File: src/rtl/srm_muldiv.sv
`default_nettype none

module srm_muldiv #(
  parameter int A_BITS    = 56,
  parameter int D_BITS    = 48,
  parameter int STEP_BITS = 6
) (
  input  wire logic                 clk,
  input  wire logic                 rst_n,
  input  wire logic                 start,
  input  wire logic [A_BITS-1:0]    a_in,
  input  wire logic [D_BITS-1:0]    b_in,
  input  wire logic [D_BITS-1:0]    d_in,
  input  wire logic [STEP_BITS-1:0] steps,
  output logic                      done,
  output logic [A_BITS-1:0]         quot
);

  logic [A_BITS-1:0]    a_r, a_nxt;
  logic [D_BITS-1:0]    b_r, b_nxt;
  logic [D_BITS-1:0]    d_r, d_nxt;
  logic [D_BITS-1:0]    rem_r, rem_nxt;
  logic [A_BITS-1:0]    quot_r, quot_nxt;
  logic [STEP_BITS-1:0] cnt_r, cnt_nxt;
  logic                 run_r, run_nxt;
  logic                 done_r, done_nxt;

  logic [D_BITS+1:0] sum;
  logic [D_BITS+1:0] d_one;
  logic [D_BITS+1:0] d_two;
  logic [D_BITS-1:0] rem_step;
  logic [1:0]        inc;

  always_comb begin
    d_one = {2'b00, d_r};
    d_two = {1'b0, d_r, 1'b0};
    sum   = {1'b0, rem_r, 1'b0} + (a_r[A_BITS-1] ? {2'b00, b_r} : '0);
    if (sum >= d_two) begin
      rem_step = D_BITS'(sum - d_two);
      inc      = 2'd2;
    end else if (sum >= d_one) begin
      rem_step = D_BITS'(sum - d_one);
      inc      = 2'd1;
    end else begin
      rem_step = D_BITS'(sum);
      inc      = 2'd0;
    end
  end

  always_comb begin
    a_nxt    = a_r;
    b_nxt    = b_r;
    d_nxt    = d_r;
    rem_nxt  = rem_r;
    quot_nxt = quot_r;
    cnt_nxt  = cnt_r;
    run_nxt  = run_r;
    done_nxt = 1'b0;
    if (start) begin
      a_nxt    = a_in;
      b_nxt    = b_in;
      d_nxt    = d_in;
      rem_nxt  = '0;
      quot_nxt = '0;
      cnt_nxt  = steps;
      run_nxt  = 1'b1;
    end else if (run_r) begin
      a_nxt    = a_r << 1;
      rem_nxt  = rem_step;
      quot_nxt = (quot_r << 1) + A_BITS'(inc);
      cnt_nxt  = cnt_r - STEP_BITS'(1);
      if (cnt_r == STEP_BITS'(1)) begin
        run_nxt  = 1'b0;
        done_nxt = 1'b1;
      end
    end
  end

  always_ff @(posedge clk) begin
    if (!rst_n) begin
      run_r  <= 1'b0;
      done_r <= 1'b0;
      cnt_r  <= '0;
    end else begin
      run_r  <= run_nxt;
      done_r <= done_nxt;
      cnt_r  <= cnt_nxt;
    end
  end

  always_ff @(posedge clk) begin
    a_r    <= a_nxt;
    b_r    <= b_nxt;
    d_r    <= d_nxt;
    rem_r  <= rem_nxt;
    quot_r <= quot_nxt;
  end

  assign done = done_r;
  assign quot = quot_r;

endmodule

`default_nettype wire

File: config.mk
export PLATFORM = sky130hd
export DESIGN_NAME = srm_muldiv
export DESIGN_NICKNAME = d
export VERILOG_FILES = /design/src/rtl/srm_muldiv.sv
export SDC_FILE = /design/constraint.sdc
export NUM_CORES = 1
export LEC_CHECK = 0
export ABC_AREA = 1
export BUFFER_PORTS_ARGS = -buffer_cell sky130_fd_sc_hd__buf_2
export CORE_MARGIN = 2
export CORE_UTILIZATION = 55
export DETAILED_ROUTE_END_ITERATION = 8
export PLACE_DENSITY = 0.73
export SYNTH_ARGS = -nofsm -noshare
export SYNTH_HDL_FRONTEND = slang
export SYNTH_SLANG_ARGS = --single-unit
File: constraint.sdc
create_clock -name clk -period 7.7 [get_ports clk]
set_clock_uncertainty 0.1 [all_clocks]
set_input_delay 1.54 -clock clk [delete_from_list [all_inputs] [get_ports clk]]
set_output_delay 1.54 -clock clk [all_outputs]
set_load 0.05 [all_outputs]
==> results of run 1 <==
## state kept, by name, indices dropped and copies added, names as in the netlist
signal,flops
b_r,48
cnt_r,6
a_r,56
d_r,48
run_r,1
done,1
rem_r,48
quot,56
## kinds of logic (layout without fill, tap and decap cells)
logic type,Yosys count,count (layout)
AND/OR/NAND/NOR,1771,1771
buffers and inverters,657,874
AO/OA/AOI/OAI,532,532
flip-flops,264,264
adder cells (fa/ha/maj),151,151
XOR/XNOR,139,139
other,0,1
## placed cells by master, fill, tap and decap left out, types with 8 or more instances in the layout
cell type,instances
a21o_1,8
a21oi_1,263
buf_2,216
buf_4,17
clkbuf_16,31
dfxtp_1,112
edfxtp_1,152
ha_1,148
inv_1,572
inv_2,8
nand2_1,1087
nand2_2,11
nand3_1,169
nand4_1,108
nor2_1,282
nor2_2,11
nor3_1,61
nor4_1,10
o21ai_0,171
o21bai_1,31
o22ai_1,12
xnor2_1,33
xor2_1,105
## final cells by class
cell class	count	area [um2]	area share [%]
Multi-Input combinational cell	2593	13500	53.0
Timing Repair Buffer	235	1230	4.83
Sequential cell	264	6810	26.7
Tap cell	532	666	2.61
Inverter	583	2190	8.59
Clock inverter	21	249	0.977
Clock buffer	35	821	3.22
Antenna cell	1	2.50	0.00982
## worst min-delay path, stage by stage (launching register included)
cell and delay (ns):
dfxtp_1 0.32, nand2_1 0.06, nand2_1 0.05
## per-stage QoR
step	power [W]	hold WS, ns	util (%)
finish	0.00847	0.367	62.3
global route	0.00892	0.396	62.3
CTS	0.00826	0.371	62.2
detailed placement	0.00671	0.350	59.6
global placement	0.00667	0.354	59.6
floorplan	0.00512	0.332	-
## power by group through the flow
| stage | combinational (W) | clock (W) | sequential [W] |
|---|---|---|---|
| 2_1_floorplan | 0.00338 | 0 | 0.00174 |
| 3_3_place_gp | 0.00490 | 0 | 0.00177 |
| 3_5_place_dp | 0.00494 | 0 | 0.00177 |
| 4_1_cts | 0.00497 | 0.00155 | 0.00174 |
| 5_1_grt | 0.00556 | 0.00161 | 0.00175 |
| 6_report | 0.00517 | 0.00156 | 0.00175 |
## worst paths after layout
path,startpoint,end,cells after the start
hold / removal,rem_r[46]$_SDFFE_PP0P_,rem_r[46]$_SDFFE_PP0P_,2
setup reg to reg,a_r[55]$_DFFE_PP_,quot[53]$_SDFFE_PP0P_,39
setup / recovery,a_r[55]$_DFFE_PP_,quot[53]$_SDFFE_PP0P_,39
hold reg to reg,rem_r[46]$_SDFFE_PP0P_,rem_r[46]$_SDFFE_PP0P_,2
## repair_timing
action,4_1_cts,5_1_grt
setup buffers,0,1
resized for setup,0,4
setup endpoints to repair,0,16
## metal layers
metal  global-route usage [%]  share of wire [%]  routed length [um]  vias up
li1                         -                  -                   -    11768
met1                     49.5                 38               33900    11330
met2                     66.3                 45               40700     1619
met3                     7.50                 11                9440      280
met4                     22.3                6.6                5910        0
met5                        0                  0                   0        -
==> flow_metrics.py, run 1 <==
metrics = {
    "place": {
        "gp_congestion": 1.09,
        "hpwl_um": 72000,
        "io_buffers": 217,
        "dpl.cell_count": 4206,
        "placed_cell_area_um2": 24400,
        "preCtsSetupSlack_ns": 0.475,
    },
    "cells_and_area": {
        "nets": 4019,
        "fin_cells": 4264,
        "syn2layout_area_growth_pct": 11.5,
        "final_area_um2": 25500,
        "fillers": 3770,
        "drive_above_1_share_pct": 9.14,
    },
    "synth": {
        "synthAdderAreaFrac_pct": 8.37,
        "synth_compound_area_share_pct": 12.6,
        "synth_xor_xnor_area_share_pct": 5.33,
        "yosys.area.top_type": "edfxtp_1",
        "synth_top_family_by_area": "simple AND/OR/NAND/NOR gates",
        "yosysUniqueCellTypes": 51,
        "synth_top_cells_by_count": "1088 x nand2_1, 573 x inv_1, 285 x nor2_1, 264 x a21oi_1, 171 x o21ai_0",
        "async_reset_ff_share_pct": 0,
        "synth_cells": 3514,
        "synthSimpleGateAreaFrac_pct": 32.7,
        "yosys-mux-area-fraction_pct": 0,
        "synth_warnings": 0,
        "synth_edf_count": 152,
        "yosysSeqAreaShare_pct": 29.8,
        "yosysTopAreaCellShare_pct": 20.0,
        "syn-num-nets": 3826,
        "syn_area_per_cell_um2": 6.50,
        "yosys.cell_count.top_type": "nand2_1",
        "ys_top_cells_by_area": "edfxtp_1 20%, nand2_1 18%, dfxtp_1 9.8%",
        "yosys_most_used_dff": "edfxtp_1",
        "synth-seq-cells": 264,
        "synth_area_um2": 22900,
    },
    "critical_path": {
        "critPathTopFamily": "simple AND/OR/NAND/NOR gates",
        "crit_buf_inv": 3,
        "crit_arrival_ns": 7.64,
        "cp-start-kind": "register",
        "cp_common_cell": "nand2_1",
        "rrSetupSlack_ns": 0.43,
        "worst_ep_required_time_ns": 8.07,
        "critPathMaxStageDelay_ns": 0.52,
        "worstSetupPathType": "reg2reg",
        "critical_path.slowest_cell": "fa_1",
        "cp_max_fo": 48,
        "end_kind": "register",
    },
    "route": {
        "vias": 24997,
        "drc_errors": 0,
        "wl_per_cell_um": 21.1,
        "drt-initial-drc-count": 2901,
        "first_pass_iters": 7,
        "ant_nets": 0,
        "viasPerCell": 5.86,
        "totalWireLength_um": 89900,
    },
    "power_and_ir_drop": {
        "vdd_ir_drop_max_v": 0.000210,
        "intPower_w": 0.00406,
        "powerDensity_nw_per_um2": 333,
        "p_sw_share_pct": 52.1,
        "pwr-share-comb_pct": 61.0,
        "power_frac_clock_pct": 18.4,
        "p_sw_w": 0.00442,
        "p_seq_share_pct": 20.6,
        "p_leak_nw": 13.0,
    },
    "clocking": {
        "cts_made_buffers": 30,
        "clk_pin_slew_ns": 0.07,
        "h-tree-depth": 1,
        "ctsHoldBuffers": 0,
        "cts_sinks": 264,
        "clk_latency_ns": 0.63,
        "root_buffer": "clkbuf_16",
        "tritoncts": "done",
        "cts_buffer_depth": 3,
    },
    "sta": {
        "min_period_ns": 7.27,
        "drv_slew": 0,
        "tightest_slew_ns": 1.11,
        "tns_ns": 0,
        "post-route-period-util_pct": 94.4,
        "finalHoldViolations": 0,
        "relSlewSlack_pct": 25.1,
        "setup_violations": 0,
        "rsz0062_at_grt": "false",
        "fin_ws_ns": 0.433,
        "max_clock_freq_mhz": 138,
    },
    "global_route": {
        "antenna_found_initial": 1,
        "grt_pass1_vias": 23926,
        "grt_max_degree": 72,
        "grt_pass1_wl_um": 135000,
        "grt_use_total_pct": 40.2,
        "grt_overflow_total": 0,
    },
    "floorplan": {
        "dieArea_um2": 43200,
        "core_region_area_um2": 40900,
        "dieHeight_um": 208,
        "initial_core_util_pct": 55.8,
        "die_w_um": 208,
        "io_pins": 218,
        "rows": 74,
    },
    "status": {
        "status": "complete, no violations",
    },
    "min_path": {
        "hold_class": "reg2reg",
    },
    "flow_run": {
        "cap_violations": 0,
    },
}
(Power assumes the default switching activity.)
==> inputs of run 2 (changes only) <==
- ABC_AREA: 1 -> default
- PLACE_DENSITY: 0.73 -> 0.74
==> flow_metrics.py, run 2 <==
metrics = {
    "critical_path": {
        "worstSetupPathType": "reg2reg",
        "reg2reg_depth": 33,
        "end_kind": "register",
        "cp-start-kind": "register",
        "crit_start": "a_r[55]$_DFFE_PP_",
        "critical_path.slowest_cell": "edfxtp_1",
        "cp_max_fo": 6,
        "rrSetupSlack_ns": 0.21,
        "critPathCapture": "quot[55]$_SDFFE_PP0P_",
        "r2r-end": "quot[55]$_SDFFE_PP0P_",
        "worst_ep_required_time_ns": 8.09,
        "timing.rr.start": "a_r[55]$_DFFE_PP_",
        "critPathMaxStageDelay_ns": 0.56,
        "crit_arrival_ns": 7.89,
    },
    "cells_and_area": {
        "final_area_um2": 23200,
        "utilization_pct": 65.6,
        "drive_above_1_share_pct": 22.1,
        "regArea_um2": 6810,
        "layout_common_cells": "216 x buf_2, 185 x nor2_1, 169 x nand2_1",
        "nets": 2758,
        "fillers": 2993,
        "syn2layout_area_growth_pct": 18.3,
        "final_common_cell": "buf_2",
        "multiInputGateArea_um2": 12500,
    },
    "synth": {
        "synth_top_cells_by_count": "190 x nor2_1, 173 x nand2_1, 152 x edfxtp_1, 151 x a21oi_1, 148 x ha_1",
        "synth_cells": 2187,
        "synth_edf_count": 152,
        "synth_area_um2": 19600,
        "yosysSeqAreaShare_pct": 34.7,
        "ys_top_cells_by_area": "edfxtp_1 23%, dfxtp_1 11%, ha_1 9.4%",
        "yosys.cell_count.top_type": "nor2_1",
        "syn_area_per_cell_um2": 8.98,
        "yosysTopAreaCellShare_pct": 23.3,
        "synth_warnings": 0,
        "syn-num-nets": 2499,
        "yosys_most_used_dff": "edfxtp_1",
        "synth-seq-cells": 264,
        "yosys.area.top_type": "edfxtp_1",
        "async_reset_ff_share_pct": 0,
        "yosysUniqueCellTypes": 90,
    },
    "clocking": {
        "cts_buffer_depth": 3,
        "h-tree-depth": 1,
        "clk_pin_slew_ns": 0.07,
        "cts_made_buffers": 31,
        "clk_latency_ns": 0.59,
        "ctsHoldBuffers": 0,
        "cts_sinks": 264,
        "tritoncts": "done",
        "root_buffer": "clkbuf_16",
    },
    "global_route": {
        "antenna_found_initial": 10,
        "grt_max_degree": 101,
        "grt_overflow_total": 0,
        "grt_pass1_vias": 17156,
        "grt_pass1_wl_um": 93900,
        "grt_use_total_pct": 32.3,
    },
    "place": {
        "preCtsSetupSlack_ns": -0.0258,
        "placed_cell_area_um2": 21600,
        "hpwl_um": 47300,
        "io_buffers": 217,
        "gp_congestion": 0.996,
    },
    "sta": {
        "setup_violations": 0,
        "max_clock_freq_mhz": 133,
        "fin_ws_ns": 0.207,
        "tns_ns": 0,
        "drv_slew": 0,
        "post-route-period-util_pct": 97.3,
        "rsz0062_at_grt": "true",
        "tightest_slew_ns": 1.14,
        "finalHoldViolations": 0,
        "relSlewSlack_pct": 24.3,
        "min_period_ns": 7.49,
    },
    "floorplan": {
        "die_w_um": 193,
        "core_region_area_um2": 35400,
        "rows": 69,
        "io_pins": 218,
        "dieHeight_um": 193,
        "dieArea_um2": 37200,
        "initial_core_util_pct": 55.5,
    },
    "route": {
        "wl_per_cell_um": 21.2,
        "viasPerCell": 6.19,
        "totalWireLength_um": 62400,
        "ant_nets": 0,
        "vias": 18223,
        "drt-initial-drc-count": 1340,
        "drc_errors": 0,
        "first_pass_iters": 6,
    },
    "power_and_ir_drop": {
        "powerDensity_nw_per_um2": 321,
        "vdd_ir_drop_max_v": 0.000257,
        "p_leak_nw": 9.80,
    },
    "min_path": {
        "hold_class": "reg2reg",
    },
    "status": {
        "status": "complete, no violations",
    },
    "flow_run": {
        "cap_violations": 0,
    },
}
## run 2: changes by cell type after synthesis, sizes merged, moves of 58 or more
| cell | previous run | this run |
|---|---|---|
| nand2 | 1098 | 173 |
| a21oi | 266 | 152 |
| mux2 | 0 | 58 |
| o21ai | 179 | 103 |
| nor2 | 301 | 191 |
| nand3 | 174 | 61 |
| nand4 | 110 | 37 |
| inv | 579 | 88 |
| a211oi | 0 | 65 |
## run 2: cell families (layout without fill, tap and decap cells)
family	after synthesis	in the layout	synth area share, %
adder cells (fa/ha/maj)	151	151	9.74
multiplexers	79	79	4.40
AO/OA/AOI/OAI	636	636	22.3
XOR/XNOR	170	170	7.58
flip-flops	264	264	34.7
buffers and inverters	188	472	3.80
other	0	11	0
AND/OR/NAND/NOR	699	699	17.5
## run 2: worst min-delay path by stage
| stage | startpoint | to | slack (ns) | cells past startpoint |
|---|---|---|---|---|
| final | quot[55]$_SDFFE_PP0P_ | quot[55]$_SDFFE_PP0P_ | 0.39 | 2 |
| after floorplan | rem_r[29]$_SDFFE_PP0P_ | rem_r[29]$_SDFFE_PP0P_ | 0.33 | 2 |
| after global placement | quot[55]$_SDFFE_PP0P_ | quot[55]$_SDFFE_PP0P_ | 0.37 | 2 |
| after CTS | quot[55]$_SDFFE_PP0P_ | quot[55]$_SDFFE_PP0P_ | 0.39 | 2 |
| after global routing | rem_r[46]$_SDFFE_PP0P_ | rem_r[46]$_SDFFE_PP0P_ | 0.41 | 2 |
| after detailed placement | rem_r[3]$_SDFFE_PP0P_ | rem_r[3]$_SDFFE_PP0P_ | 0.38 | 1 |
## run 2: area by class of cell
cell class              count  area share, %
well taps                 461           2.48
clock buffers              34           3.43
inverters                  88           1.42
clock inverters            24          0.894
flip-flops and latches    264           29.3
diodes                     11          0.119
multi-input cells        1735           53.8
repair buffers            326           8.54
## run 2: power breakdown
part	total, W	switching (W)	internal, W
registers	0.00180	0.000133	0.00167
clock network	0.00146	0.000644	0.000819
logic	0.00420	0.00255	0.00165
total	0.00747	0.00333	0.00414
## run 2: repair_timing
| action | in CTS | in global routing |
|---|---|---|
| pin swaps | 0 | 32 |
| setup endpoints to repair | 1 | 21 |
| endpoints found under the hold margin | 0 | 0 |
| resized for setup | 1 | 78 |
| buffers inserted | 0 | 17 |
| gates cloned | 0 | 3 |
## run 2: per-layer routing
metal	vias up	global-route usage (%)	part of all wire, %
met1	8686	42.4	43
li1	8691	-	-
met2	670	51.8	46
met4	6	16.2	5.2
met3	170	5.22	5.8
met5	-	0	0.062
## run 2: per-stage QoR
step                hold slack (ns)  std cells  total power [W]
finish                        0.389       2943          0.00747
global route                  0.413       2938          0.00788
CTS                           0.390       2912          0.00728
detailed placement            0.378       2854          0.00580
global placement              0.375       2854          0.00577
floorplan                     0.331       2187          0.00459
## run 2: worst max-delay path: cells and delay by family (launching register included)
family	cells	cell delay, ns
simple gates	17	3.38
fa+ha+maj	4	0.87
xor+xnor	1	0.17
buf+inv	4	0.63
flops	1	0.56
compound gates	7	1.65
